<file path="src/rtl/sseext_pkg.sv">
// ----------------------------------------------------------------------------
// sseext_pkg
// Shared types and constants for the server-sent-events data extractor.
// ----------------------------------------------------------------------------
package sseext_pkg;

    // Result queue depth; must be at least 3 so two results fit behind one.
    localparam int unsigned QUEUE_DEPTH = 4;

    // Input item kinds
    localparam logic KIND_BYTE  = 1'b0;
    localparam logic KIND_FLUSH = 1'b1;

    // Result kinds
    localparam logic OUT_PAYLOAD = 1'b0;
    localparam logic OUT_MARKER  = 1'b1;

    // Byte-order mark and line characters
    localparam logic [7:0] BOM_B0     = 8'hEF;
    localparam logic [7:0] BOM_B1     = 8'hBB;
    localparam logic [7:0] BOM_B2     = 8'hBF;
    localparam logic [1:0] BOM_DONE   = 2'd3;
    localparam logic [7:0] CHAR_CR    = 8'h0D;
    localparam logic [7:0] CHAR_LF    = 8'h0A;
    localparam logic [7:0] CHAR_D     = 8'h64;
    localparam logic [7:0] CHAR_A     = 8'h61;
    localparam logic [7:0] CHAR_T     = 8'h74;
    localparam logic [7:0] CHAR_COLON = 8'h3A;
    localparam logic [7:0] CHAR_SPACE = 8'h20;

    // Where the parser is within the current line
    typedef enum logic [3:0] {
        PH_START = 4'd0,   // line start
        PH_D     = 4'd1,   // "d"
        PH_DA    = 4'd2,   // "da"
        PH_DAT   = 4'd3,   // "dat"
        PH_DATA  = 4'd4,   // "data"
        PH_COLON = 4'd5,   // "data:"
        PH_VALUE = 4'd6,   // inside the value
        PH_SKIP  = 4'd7    // not a data line, skip to line end
    } phase_t;

    typedef struct packed {
        phase_t     phase;
        logic [1:0] bom;
        logic       pending_cr;
        logic       nonempty;
    } parse_state_t;

    typedef struct packed {
        logic       kind;
        logic [7:0] data;
        logic       last;
    } result_t;

    typedef struct packed {
        logic [1:0] count;   // 0..2 results from this beat
        result_t    r0;      // first result
        result_t    r1;      // second result, valid when count is 2
    } step_out_t;

    function automatic logic [7:0] bom_byte(input logic [1:0] idx);
        logic [7:0] b;
        case (idx)
            2'd0:    b = BOM_B0;
            2'd1:    b = BOM_B1;
            default: b = BOM_B2;
        endcase
        return b;
    endfunction

endpackage

</file>
<file path="src/rtl/sseext_step.sv">
// ----------------------------------------------------------------------------
// sseext_step
// Per-beat parse step: next parser state and up to two results.
// ----------------------------------------------------------------------------
module sseext_step (
    input  logic                     kind,
    input  logic [7:0]               stream_byte,
    input  sseext_pkg::parse_state_t cur,
    output sseext_pkg::parse_state_t nxt,
    output sseext_pkg::step_out_t    res
);
    import sseext_pkg::*;

    logic   is_flush;
    logic   bom_active;
    logic   bom_hit;
    logic   bom_break;
    logic   is_cr;
    logic   is_lf;
    logic   eol;
    logic   lf_swallow;
    logic   byte_go;
    phase_t eff_phase;
    logic   a_valid;
    logic   b_valid;
    result_t a_res;
    result_t b_res;

    assign is_flush   = (kind == KIND_FLUSH);
    assign bom_active = (cur.bom != BOM_DONE);
    assign bom_hit    = !is_flush && bom_active && (stream_byte == bom_byte(cur.bom));
    // a mark broken after one or two bytes leaves a line that cannot be data
    assign bom_break  = !is_flush && bom_active && !bom_hit && (cur.bom != 2'd0);
    assign eff_phase  = bom_break ? PH_SKIP : cur.phase;
    assign is_cr      = (stream_byte == CHAR_CR);
    assign is_lf      = (stream_byte == CHAR_LF);
    assign eol        = !is_flush && !bom_hit && (is_cr || (is_lf && !cur.pending_cr));
    assign lf_swallow = !is_flush && !bom_hit && is_lf && cur.pending_cr;
    assign byte_go    = !is_flush && !bom_hit && !is_cr && !is_lf;

    // next state
    always_comb
    begin
        nxt = cur;
        if (is_flush)
        begin
            nxt.phase      = PH_START;
            nxt.bom        = 2'd0;
            nxt.pending_cr = 1'b0;
            nxt.nonempty   = 1'b0;
        end
        else if (bom_hit)
        begin
            nxt.bom = cur.bom + 2'd1;
        end
        else
        begin
            nxt.bom = BOM_DONE;
            if (eol)
            begin
                nxt.phase      = PH_START;
                nxt.pending_cr = is_cr;
                if (eff_phase == PH_START)
                    nxt.nonempty = 1'b0;
            end
            else if (lf_swallow)
            begin
                nxt.phase      = eff_phase;
                nxt.pending_cr = 1'b0;
            end
            else
            begin
                nxt.pending_cr = 1'b0;
                unique case (eff_phase)
                    PH_START: nxt.phase = (stream_byte == CHAR_D)     ? PH_D     : PH_SKIP;
                    PH_D:     nxt.phase = (stream_byte == CHAR_A)     ? PH_DA    : PH_SKIP;
                    PH_DA:    nxt.phase = (stream_byte == CHAR_T)     ? PH_DAT   : PH_SKIP;
                    PH_DAT:   nxt.phase = (stream_byte == CHAR_A)     ? PH_DATA  : PH_SKIP;
                    PH_DATA:  nxt.phase = (stream_byte == CHAR_COLON) ? PH_COLON : PH_SKIP;
                    PH_COLON:
                    begin
                        nxt.phase = PH_VALUE;
                        if (stream_byte != CHAR_SPACE)
                            nxt.nonempty = 1'b1;
                    end
                    PH_VALUE: nxt.nonempty = 1'b1;
                    default:  nxt.phase = PH_SKIP;
                endcase
            end
        end
    end

    // results: a = separator slot, b = payload byte or marker slot
    always_comb
    begin
        a_valid = 1'b0;
        b_valid = 1'b0;
        a_res   = '{kind: OUT_PAYLOAD, data: CHAR_LF, last: 1'b0};
        b_res   = '{kind: OUT_MARKER, data: 8'h00, last: 1'b1};
        if (is_flush)
        begin
            a_valid = cur.nonempty && (cur.phase == PH_DATA || cur.phase == PH_COLON);
            b_valid = cur.nonempty;
        end
        else if (eol)
        begin
            if (eff_phase == PH_START)
                b_valid = cur.nonempty;
            else if (eff_phase == PH_DATA || eff_phase == PH_COLON)
                a_valid = cur.nonempty;
        end
        else if (byte_go)
        begin
            b_res.kind = OUT_PAYLOAD;
            b_res.data = stream_byte;
            if (eff_phase == PH_COLON)
            begin
                a_valid = cur.nonempty;
                b_valid = (stream_byte != CHAR_SPACE);
            end
            else if (eff_phase == PH_VALUE)
            begin
                b_valid = 1'b1;
            end
        end

        res.count   = {1'b0, a_valid} + {1'b0, b_valid};
        res.r0      = a_valid ? a_res : b_res;
        res.r0.last = !(a_valid && b_valid);
        res.r1      = b_res;
    end

endmodule

</file>
<file path="src/rtl/sse_event_data_extractor.sv">
// ----------------------------------------------------------------------------
// sse_event_data_extractor
// Server-sent-events byte stream parser that passes on data-line payload.
// ----------------------------------------------------------------------------
// Usage:
//   Input channel (in_valid / in_stall): one beat per stream byte (kind 0) or
//   an end-of-stream flush (kind 1). Output channel (out_valid / out_stall):
//   one beat per result, a payload byte or separator LF (out_kind 0) or an
//   event complete marker (out_kind 1); last_of_run flags the final result
//   caused by an input beat.
//   Each input beat is parsed in the cycle it is accepted and its zero, one
//   or two results enter a small result queue; the first result is visible
//   on the output the cycle after acceptance when the queue was empty.
//   Throughput: one input beat per cycle while each beat yields at most one
//   result and the receiver does not stall; a beat with two results holds
//   the output for both, as the result queue has a single output port.
//   in_stall rises when the queue lacks room for two results, so a stalled
//   receiver backs up into the input after a few beats; nothing is dropped.
//   Reset (rst_n low) empties the queue and returns the parser to stream
//   start, with the byte-order mark check armed again.
// ----------------------------------------------------------------------------
module sse_event_data_extractor #(
    parameter int unsigned QUEUE_DEPTH = sseext_pkg::QUEUE_DEPTH
) (
    input  logic       clk,
    input  logic       rst_n,
    input  logic       in_valid,
    output logic       in_stall,
    input  logic       kind,
    input  logic [7:0] stream_byte,
    output logic       out_valid,
    input  logic       out_stall,
    output logic       out_kind,
    output logic [7:0] payload_byte,
    output logic       last_of_run
);
    import sseext_pkg::*;

    localparam int unsigned PTR_W = (QUEUE_DEPTH > 1) ? $clog2(QUEUE_DEPTH) : 1;
    localparam int unsigned CNT_W = $clog2(QUEUE_DEPTH + 1);

    // parser state
    parse_state_t state_reg;
    parse_state_t state_next;
    step_out_t    step_res;

    // result queue
    result_t          queue_reg [QUEUE_DEPTH];
    logic [PTR_W-1:0] wr_ptr_reg;
    logic [PTR_W-1:0] wr_ptr_next;
    logic [PTR_W-1:0] wr_ptr_plus1;
    logic [PTR_W-1:0] rd_ptr_reg;
    logic [PTR_W-1:0] rd_ptr_next;
    logic [CNT_W-1:0] count_reg;
    logic [CNT_W-1:0] count_next;

    logic in_accept;
    logic out_accept;
    logic [CNT_W-1:0] push_n;

    // pointer advance with wrap, for any queue depth
    function automatic logic [PTR_W-1:0] ptr_add(input logic [PTR_W-1:0] ptr,
                                                 input logic [1:0]       n);
        logic [PTR_W+1:0] sum;
        sum = {2'b00, ptr} + {{PTR_W{1'b0}}, n};
        if (sum >= (PTR_W + 2)'(QUEUE_DEPTH))
            sum = sum - (PTR_W + 2)'(QUEUE_DEPTH);
        return sum[PTR_W-1:0];
    endfunction

    sseext_step u_step (
        .kind        (kind),
        .stream_byte (stream_byte),
        .cur         (state_reg),
        .nxt         (state_next),
        .res         (step_res)
    );

    // room for the worst case of two results keeps the input side simple
    assign in_stall   = (count_reg > CNT_W'(QUEUE_DEPTH - 2));
    assign in_accept  = in_valid && !in_stall;
    assign out_valid  = (count_reg != '0);
    assign out_accept = out_valid && !out_stall;

    assign push_n       = in_accept ? CNT_W'(step_res.count) : '0;
    assign wr_ptr_plus1 = ptr_add(wr_ptr_reg, 2'd1);
    assign wr_ptr_next  = in_accept ? ptr_add(wr_ptr_reg, step_res.count) : wr_ptr_reg;
    assign rd_ptr_next  = out_accept ? ptr_add(rd_ptr_reg, 2'd1) : rd_ptr_reg;
    assign count_next   = count_reg + push_n - CNT_W'(out_accept);

    // head of queue drives the output beat
    assign out_kind     = queue_reg[rd_ptr_reg].kind;
    assign payload_byte = queue_reg[rd_ptr_reg].data;
    assign last_of_run  = queue_reg[rd_ptr_reg].last;

    always_ff @(posedge clk or negedge rst_n)
    begin
        if (!rst_n)
        begin
            state_reg  <= '{phase: PH_START, bom: 2'd0, pending_cr: 1'b0, nonempty: 1'b0};
            wr_ptr_reg <= '0;
            rd_ptr_reg <= '0;
            count_reg  <= '0;
        end
        else
        begin
            if (in_accept)
                state_reg <= state_next;
            wr_ptr_reg <= wr_ptr_next;
            rd_ptr_reg <= rd_ptr_next;
            count_reg  <= count_next;
        end
    end

    // queue storage, no reset needed
    always_ff @(posedge clk)
    begin
        if (in_accept && step_res.count != 2'd0)
            queue_reg[wr_ptr_reg] <= step_res.r0;
        if (in_accept && step_res.count == 2'd2)
            queue_reg[wr_ptr_plus1] <= step_res.r1;
    end

endmodule

</file>
<file path="config.mk">
export PLATFORM = sky130hd
export DESIGN_NAME = sse_event_data_extractor
export DESIGN_NICKNAME = d
export VERILOG_FILES = /design/src/rtl/sseext_pkg.sv /design/src/rtl/sseext_step.sv /design/src/rtl/sse_event_data_extractor.sv
export SDC_FILE = /design/constraint.sdc
export NUM_CORES = 1
export LEC_CHECK = 0
export CORE_ASPECT_RATIO = 1.1
export CORE_MARGIN = 2
export CORE_UTILIZATION = 34
export DETAILED_ROUTE_END_ITERATION = 10
export DONT_BUFFER_PORTS = 1
export GPL_ROUTABILITY_DRIVEN = 1
export HOLD_SLACK_MARGIN = 0.02
export MAX_ROUTING_LAYER = met4
export PLACE_DENSITY_LB_ADDON = 0.05
export SLEW_MARGIN = 20
export SYNTH_ARGS = -nofsm -noshare
export SYNTH_HDL_FRONTEND = slang
export SYNTH_HIERARCHICAL = 1
export SYNTH_SLANG_ARGS = --single-unit
</file>
<file path="constraint.sdc">
create_clock -name clk -period 5.6 [get_ports clk]
set_clock_uncertainty 0.15 [all_clocks]
set_input_delay 0.56 -clock clk [delete_from_list [all_inputs] [get_ports clk]]
set_output_delay 0.56 -clock clk [all_outputs]
set_load 0.01 [all_outputs]
</file>
# Word level (Yosys, flattened, before mapping)
# Memories as Yosys holds them, arrays and structs flattened.
# Cells that the tools add are included.
[totals] wordCells=126 inputBits=13 output_inout_bits=12 mem_count=1 reg_bits=15 romBits=0 ram_bits=40 latch_bits=0
[classes] n_bitwise=0 reduce_logical=37 n_lt_le_gt_ge=4 n_mul=0 shifts=0 eq_ne=24 muxes=43 div_mod_pow=0 addsub=10
[memory_table] memory="queue_reg" words=4 width=10 read_ports=1 rd_clocked_by_memory_dff=0 wr=2 line="sse_event_data_extractor.sv:48" source="result_t queue_reg [QUEUE_DEPTH];"
[op_table] op="case mux 4 bit (7 select lines)" n=1
[op_table] op="two-way mux 9 bit" n=3
[op_table] op="== test 8 x 7 -> 1 bit, second input constant" n=3
[op_table] op="== test 4 x 3 -> 1 bit, second input constant" n=5
[op_table] op="two-way mux 1 bit" n=19
[op_table] op="two-way mux 2 bit" n=9
[op_table] op="logical AND 1 bit" n=17
[op_table] op="== test 8 x 4 -> 1 bit, second input constant" n=2
[op_table] op="two-way mux 4 bit" n=4
[op_table] op="case mux 7 bit (2 select lines)" n=1
[op_table] op="two-way mux 10 bit" n=1
[op_table] op="greater-or-equal comparator 3 bit, second input constant" n=3
[op_table] op="two-way mux 3 bit" n=3
[op_table] op="== test 4 x 2 -> 1 bit, second input constant" n=2
[op_table] op="== test 8 x 6 -> 1 bit, second input constant" n=1
[op_table] op="== test 8 bit" n=1
[op_table] op="logical NOT 1 bit" n=8
[op_table] op="two-way mux 8 bit" n=1
[op_table] op="!= test 4 x 2 -> 1 bit, second input constant" n=2
[op_table] op="!= test 8 x 6 -> 1 bit, second input constant" n=1
[op_table] op="adder 2 x 1 -> 3 bit, second input constant" n=2
[op_table] op="AND reduction 6 bit" n=1
[op_table] op="subtractor 2 x 1 -> 2 bit, second input constant" n=3
[op_table] op="== test 4 x 1 -> 1 bit, second input constant" n=1
[op_table] op="other kinds (20)" n=24

# Longest topological paths before layout
# Gate-level depths: netlist of run 1.
[depth] depth_word=19 ltp_mapped=17 ltp_nobuf=17

# By module
# The synthesis of run 1 kept the hierarchy.
[by_module_without_submodules] mod="sse_event_data_extractor" area_per_inst_um2=2752.6 cells_each=165 n_inst=1
[by_module_without_submodules] mod="sseext_step" area_per_inst_um2=830.8 cells_each=124 n_inst=1

# Worst setup path before layout of run 1
# Ideal clock, no wire load.
[synth_timing] path_type="input-to-reg" startpoint="input stream_byte[0]" endpoint="memory queue_reg[1][0] (netlist bit) (enable)" slack_ps=1843 setup_time_ps=393 path_stages=11 required_time_ps=5057 path_buffers=1 arrival_time_ps=3214 path_cell_list="buf_2 > or3b_2 > nor2_1 > o21ai_1 > nor4_1 > a31oi_1 > o21ai_0 > ha_1 > inv_1 > nand2_1 > a211oi_1"
[synth_rtl] item="start: declaration" line="sse_event_data_extractor.sv:30" source="input logic [7:0] stream_byte,"
[synth_rtl] item="end: declaration" line="sse_event_data_extractor.sv:48"

==> flow_metrics.env, run 1 <==
export IMPL_power_density_nw_per_um2=382
export IMPL_path_clk_slew_ns=0.07
export IMPL_total_power_mw=1.49
export IMPL_grt_setup_unrepaired="false"
export IMPL_antenna_found_initial=0
export IMPL_synth_edff_count=40
export IMPL_drive_above_1_share=0.314
export IMPL_layout_min_cycle_time_ns=4.21
export IMPL_setup_tns_ns=0
export IMPL_crit_type="flip-flop to flip-flop"
export IMPL_cts_sinks=55
export IMPL_irDropWorstVdd_mv=0.172
export IMPL_die_w_um=102
export IMPL_rr_endpoint="queue_reg[1][2]"
export IMPL_holdBufCountCts=1
export IMPL_place_gp_congestion=0.805
export IMPL_p_comb_frac=0.348
export IMPL_final_cells=433
export IMPL_status="finished, final reports clean"
export IMPL_startpoint_type="flip-flop"
export IMPL_synth_ff_type="edfxtp_1"
export IMPL_min_delay_worst_endpoint="rd_ptr_reg[1]"
export IMPL_max_freq_mhz=238
export IMPL_postPlaceCellArea_um2=3730
export IMPL_swShare=0.356
export IMPL_postCtsSetupBuffers=0
export IMPL_cellLeakagePower_nw=1.40
export IMPL_cts_buffers=5
export IMPL_relSlewSlack=0.478
export IMPL_netlist_instances=289
export IMPL_cap_violations=0
export IMPL_crit_path_max_fanout=10
export IMPL_htreeDepth=2
export IMPL_final_common_cell="mux2_2"
export IMPL_maxSlewViolCount=0
export IMPL_worstHoldStart="out_stall"
export IMPL_die_height_um=112
export IMPL_setup_viol=0
export IMPL_setup_worst_path_end_class="flip-flop"
export IMPL_grt_pass1_vias=2324
export IMPL_n_antenna_cell=0
export IMPL_insertion_delay_ns=0.29
export IMPL_dieArea_um2=11400
export IMPL_drtAntennaViolNets=0
export IMPL_syn_avg_cell_area_um2=12.4
export IMPL_final_period_utilization=0.751
export IMPL_path_cells="inv_1 -> ha_1 -> or3b_4 -> a2111oi_4 -> nor2_2 -> and2_4 -> nand3_1 -> o21ai_0 -> ha_1 -> nor2b_1 -> nand4_4 -> mux2_2"
export IMPL_start_util=0.346
export IMPL_routed_wl_um=7960
export IMPL_whs_ns=0.328
export IMPL_port_buffers=0
export IMPL_hold_depth=2
export IMPL_wl_per_cell_um=18.4
export IMPL_fin_nets=312
export IMPL_ys_seq_area_frac=0.440
export IMPL_startpoint="state_reg[2]"
export IMPL_core_area_um2=10300
export IMPL_root_buffer="clkbuf_16"
export IMPL_largest_register_ffs=40
export IMPL_hold_class="primary input to flip-flop"
export IMPL_async_reset_ff_frac=0.273
export IMPL_reg2regPathDepth=12
export IMPL_routed_via_density=5.16
export IMPL_fin_util=0.377
export IMPL_grt_first_pass_wirelength_um=13200
export IMPL_setup_ws_ns=1.39
export IMPL_num_rows=39
export IMPL_tightest_slew_ns=0.782
export IMPL_pwr_share_seq=0.414
export IMPL_cts_buffer_depth=2
export IMPL_dp_cells=424
export IMPL_hpwl_um=5750
export IMPL_syn_num_nets=312
export IMPL_yosysWarnings=6
export IMPL_grt_total_usage=0.157
export IMPL_cp_slowest_cell="nor2b_1"
export IMPL_filler_cell_count=1039
export IMPL_area_growth_pct=8.97
export IMPL_cpPeakStageDelay_ns=0.59
export IMPL_grt_ovfl_total=0
export IMPL_cp_common_cell="ha_1"
export IMPL_path_delay_family="simple AND/OR/NAND/NOR gates"
export IMPL_io_pins=25
export IMPL_ff2ff_setup_slack_ns=1.39
export IMPL_arrival_ns=4.10
export IMPL_internal_power_mw=0.961
export IMPL_cp_num_buf_inv=1
export IMPL_synthesis_area_um2=3580
export IMPL_p_sw_mw=0.532
export IMPL_yosys_register_bits=55
export IMPL_ctsResizeCount=0
export IMPL_grt_max_degree=18
export IMPL_synth_cell_types=66
export IMPL_p_clk_frac=0.237
export IMPL_multi_input_area_um2=1870
export IMPL_critPathRequiredTime_ns=5.49
export IMPL_cts_tree="yes"
export IMPL_fin_area_um2=3910
export IMPL_regArea_um2=1580
export IMPL_finalHoldViolCount=0
export IMPL_vias=2234
export IMPL_final_cell_mix="mux2_2 (46), edfxtp_1 (40), inv_1 (16), dfrtp_1 (15), nor2_1 (13)"
export IMPL_r2r_start="state_reg[2]"
export IMPL_drt_iter0_drc=70
export IMPL_drc=0
export IMPL_dp_slack_ns=1.37
export IMPL_drtPass1Iterations=4
[metal layers]
layer | global-route usage | vias to the layer above | routed length, um
met2 | 0.263 | 18 | 4170
met3 | 0.0239 | 5 | 138
met1 | 0.198 | 1114 | 3550
met5 | - | - | 0
li1 | - | 1097 | -
met4 | 0.0409 | 0 | 97
[final cells by class]
type / instances / area share
clock buffer: 6 / 0.0330
clock inverter: 2 / 0.00961
inverter: 17 / 0.0176
multi-input combinational: 205 / 0.480
sequential: 55 / 0.404
tap: 143 / 0.0458
timing repair buffer: 5 / 0.0103
[synth_stat cells, types with 4 or more instances]
cell type | instances | area, um^2
a211oi_1 | 4 | 30.0
a21oi_1 | 7 | 35.0
and2_1 | 9 | 56.3
and3_1 | 5 | 31.3
clkbuf_1 | 6 | 22.5
dfrtp_1 | 15 | 375
edfxtp_1 | 40 | 1200
ha_1 | 9 | 113
inv_1 | 16 | 60.1
mux2_2 | 46 | 518
mux4_2 | 10 | 225
nand2_1 | 11 | 41.3
nand2b_1 | 5 | 31.3
nand3_1 | 6 | 30.0
nand4_4 | 4 | 85.1
nor2_1 | 13 | 48.8
nor3_1 | 6 | 30.0
nor4_1 | 5 | 31.3
o21ai_0 | 4 | 20.0
xor2_1 | 5 | 43.8
[worst max path at each step]
stage                                  to  slack [ns]  depth (start not counted)
after CTS                 queue_reg[1][2]        1.35                         12
after detailed placement  queue_reg[1][2]        1.37                         12
after floorplan           queue_reg[1][0]        1.84                         11
after global placement    queue_reg[1][2]        1.35                         12
final                     queue_reg[1][2]        1.39                         12
after global routing      queue_reg[1][2]        1.14                         12
[kinds of logic after synthesis]
kind of cell               count (synthesis)  synth area share
other                                      1           0.00105
AOI/OAI and AO/OA                         37            0.0831
adders and majority gates                 10            0.0370
and+or+nand+nor                           90             0.166
muxes                                     59             0.217
xor gates and xnor gates                   8            0.0196
buffers and inverters                     29            0.0370
DFF                                       55             0.440
[power groups by stage]
stage          Sequential [mW]  Clock [mW]  Combinational [mW]
6_report                 0.619       0.354               0.520
5_1_grt                  0.635       0.383               0.585
4_1_cts                  0.623       0.368               0.530
3_5_place_dp             0.632           0               0.525
3_3_place_gp             0.633           0               0.525
2_1_floorplan            0.549           0               0.501
Note: power is estimated with default switching activity, not from simulation.
==> run 2, diff against run 1 <==
- clock period: 5.6 -> 3.5 ns (I/O delays scaled with it)
==> run 2 against run 1 <==
Net effect: global-route usage is 2.4 points higher; clock power is 62% higher; highest routed layer unchanged; largest cell class unchanged; combinational power is 150% higher.
==> flow_metrics.env, run 2 (synthesized netlist as in run 1, its figures left out) <==
export IMPL_status="finished, final reports clean"
export IMPL_area_growth_pct=28.1
export IMPL_internal_power_mw=1.76
export IMPL_layout_min_cycle_time_ns=3.46
export IMPL_die_w_um=102
export IMPL_dieArea_um2=11400
export IMPL_vias=2507
export IMPL_critPathRequiredTime_ns=3.53
export IMPL_root_buffer="clkbuf_16"
export IMPL_grt_setup_unrepaired="true"
export IMPL_cts_buffers=5
export IMPL_crit_path_max_fanout=3
export IMPL_grt_first_pass_wirelength_um=15000
export IMPL_antenna_found_initial=0
export IMPL_drc=0
export IMPL_grt_pass1_vias=2600
export IMPL_postPlaceCellArea_um2=3960
export IMPL_cap_violations=0
export IMPL_relSlewSlack=0.476
export IMPL_crit_type="flip-flop to flip-flop"
export IMPL_tightest_slew_ns=0.786
export IMPL_hpwl_um=6100
export IMPL_num_rows=39
export IMPL_drtAntennaViolNets=0
export IMPL_irDropWorstVdd_mv=0.269
export IMPL_hold_class="primary input to flip-flop"
export IMPL_cts_buffer_depth=2
export IMPL_drt_iter0_drc=81
export IMPL_routed_wl_um=9500
export IMPL_start_util=0.346
export IMPL_path_clk_slew_ns=0.07
export IMPL_p_comb_frac=0.460
export IMPL_finalHoldViolCount=0
export IMPL_largest_register_ffs=40
export IMPL_wl_per_cell_um=20.1
export IMPL_setup_viol=0
export IMPL_insertion_delay_ns=0.29
export IMPL_startpoint_type="flip-flop"
export IMPL_drtPass1Iterations=4
export IMPL_cellLeakagePower_nw=1.67
export IMPL_n_antenna_cell=0
export IMPL_max_freq_mhz=289
export IMPL_drive_above_1_share=0.488
export IMPL_p_sw_mw=1.05
export IMPL_pwr_share_seq=0.336
export IMPL_maxSlewViolCount=0
export IMPL_grt_total_usage=0.182
export IMPL_grt_max_degree=18
export IMPL_total_power_mw=2.81
export IMPL_arrival_ns=3.48
export IMPL_swShare=0.375
export IMPL_cts_sinks=55
export IMPL_io_pins=25
export IMPL_final_period_utilization=0.987
export IMPL_whs_ns=0.0999
export IMPL_setup_worst_path_end_class="flip-flop"
export IMPL_die_height_um=112
export IMPL_fin_nets=352
export IMPL_grt_ovfl_total=0
export IMPL_htreeDepth=2
export IMPL_p_clk_frac=0.204
export IMPL_cts_tree="yes"
export IMPL_routed_via_density=5.30
export IMPL_core_area_um2=10300
export IMPL_final_cell_mix="mux2_2 (40), edfxtp_1 (40), buf_4 (24), dfrtp_1 (15), nor2_1 (13)"
export IMPL_fin_area_um2=4590
export IMPL_port_buffers=0
export IMPL_place_gp_congestion=0.800
export IMPL_power_density_nw_per_um2=613
[run 2: cell count changes in the layout (fill, tap and decap cells not counted), moves of 5 or more]
cell | before | now
buf_4 | 4 | 24
buf_6 | 0 | 12
mux2_4 | 0 | 9
ha_1 | 9 | 3
mux2_2 | 46 | 40
ha_4 | 0 | 5
[run 2: routing by layer]
layer | vias up | wire, um | GRT usage
met3 | 9 | 213 | 0.0239
met1 | 1278 | 4050 | 0.218
met5 | - | 0 | -
met2 | 28 | 5120 | 0.322
li1 | 1192 | - | -
met4 | 0 | 118 | 0.0418
[run 2: power groups by stage]
stage / sequential, mW / clock [mW] / combinational [mW]
after floorplan: 0.879 / 0 / 0.809
after global placement: 0.960 / 0 / 1.00
after detailed placement: 0.962 / 0 / 1.00
after CTS: 0.947 / 0.597 / 1.14
after global routing: 0.971 / 0.608 / 1.42
final: 0.946 / 0.573 / 1.29
[run 2: worst max-delay path: stages, from the launching register on]
cell,delay (ns)
dfrtp_1,0.38
inv_2,0.07
ha_4,0.15
or3b_4,0.39
a2111oi_4,0.39
nor2_2,0.11
and2_4,0.17
nand3_4,0.08
o21ai_4,0.06
ha_4,0.28
nand3_4,0.06
ha_4,0.23
inv_2,0.06
ha_4,0.11
inv_2,0.03
fa_2,0.33
xor2_1,0.15
xnor2_1,0.12
[run 2: final timing paths]
kind | start | endpoint | slack (ns) | cells after the start
max in group asynchronous | rst_n | state_reg[1] | 2.29 | 1
setup reg to reg | state_reg[2] | count_reg[2] | 0.04 | 17
min in group asynchronous | rst_n | rd_ptr_reg[1] | 0.42 | 1
hold reg to reg | count_reg[2] | count_reg[2] | 0.38 | 1
setup / recovery | state_reg[2] | count_reg[2] | 0.04 | 17
hold / removal | out_stall | rd_ptr_reg[1] | 0.1 | 2
[run 2: layout make-up]
| class | instances | area [um^2] |
|---|---|---|
| fill | 994 | 5750 |
| multi-input combinational | 209 | 2200 |
| sequential | 55 | 1580 |
| timing repair buffer | 41 | 405 |
| tap | 143 | 179 |
| clock buffer | 6 | 129 |
| inverter | 17 | 68.8 |
| clock inverter | 2 | 37.5 |
[run 2: metrics by stage]
step                cells  setup WS, ns  utilization  setup TNS [ns]
finish                473        0.0446        0.444               0
global route          473        -0.157        0.444           -1.60
CTS                   467       -0.0985        0.417          -0.499
detailed placement    450        -0.138        0.383           -3.60
global placement      450       -0.0680        0.383           -1.68
floorplan             289        -0.205            -           -4.24
[run 2: timing repair]
item / 4_1_cts / 5_1_grt
resized for setup: 20 / 51
endpoints found under the hold margin: 15 / 0
buffers inserted: 4 / 5
setup endpoints to repair: 42 / 72
gates cloned: 4 / 2
hold buffers: 1 / 0
pin swaps: 6 / 10
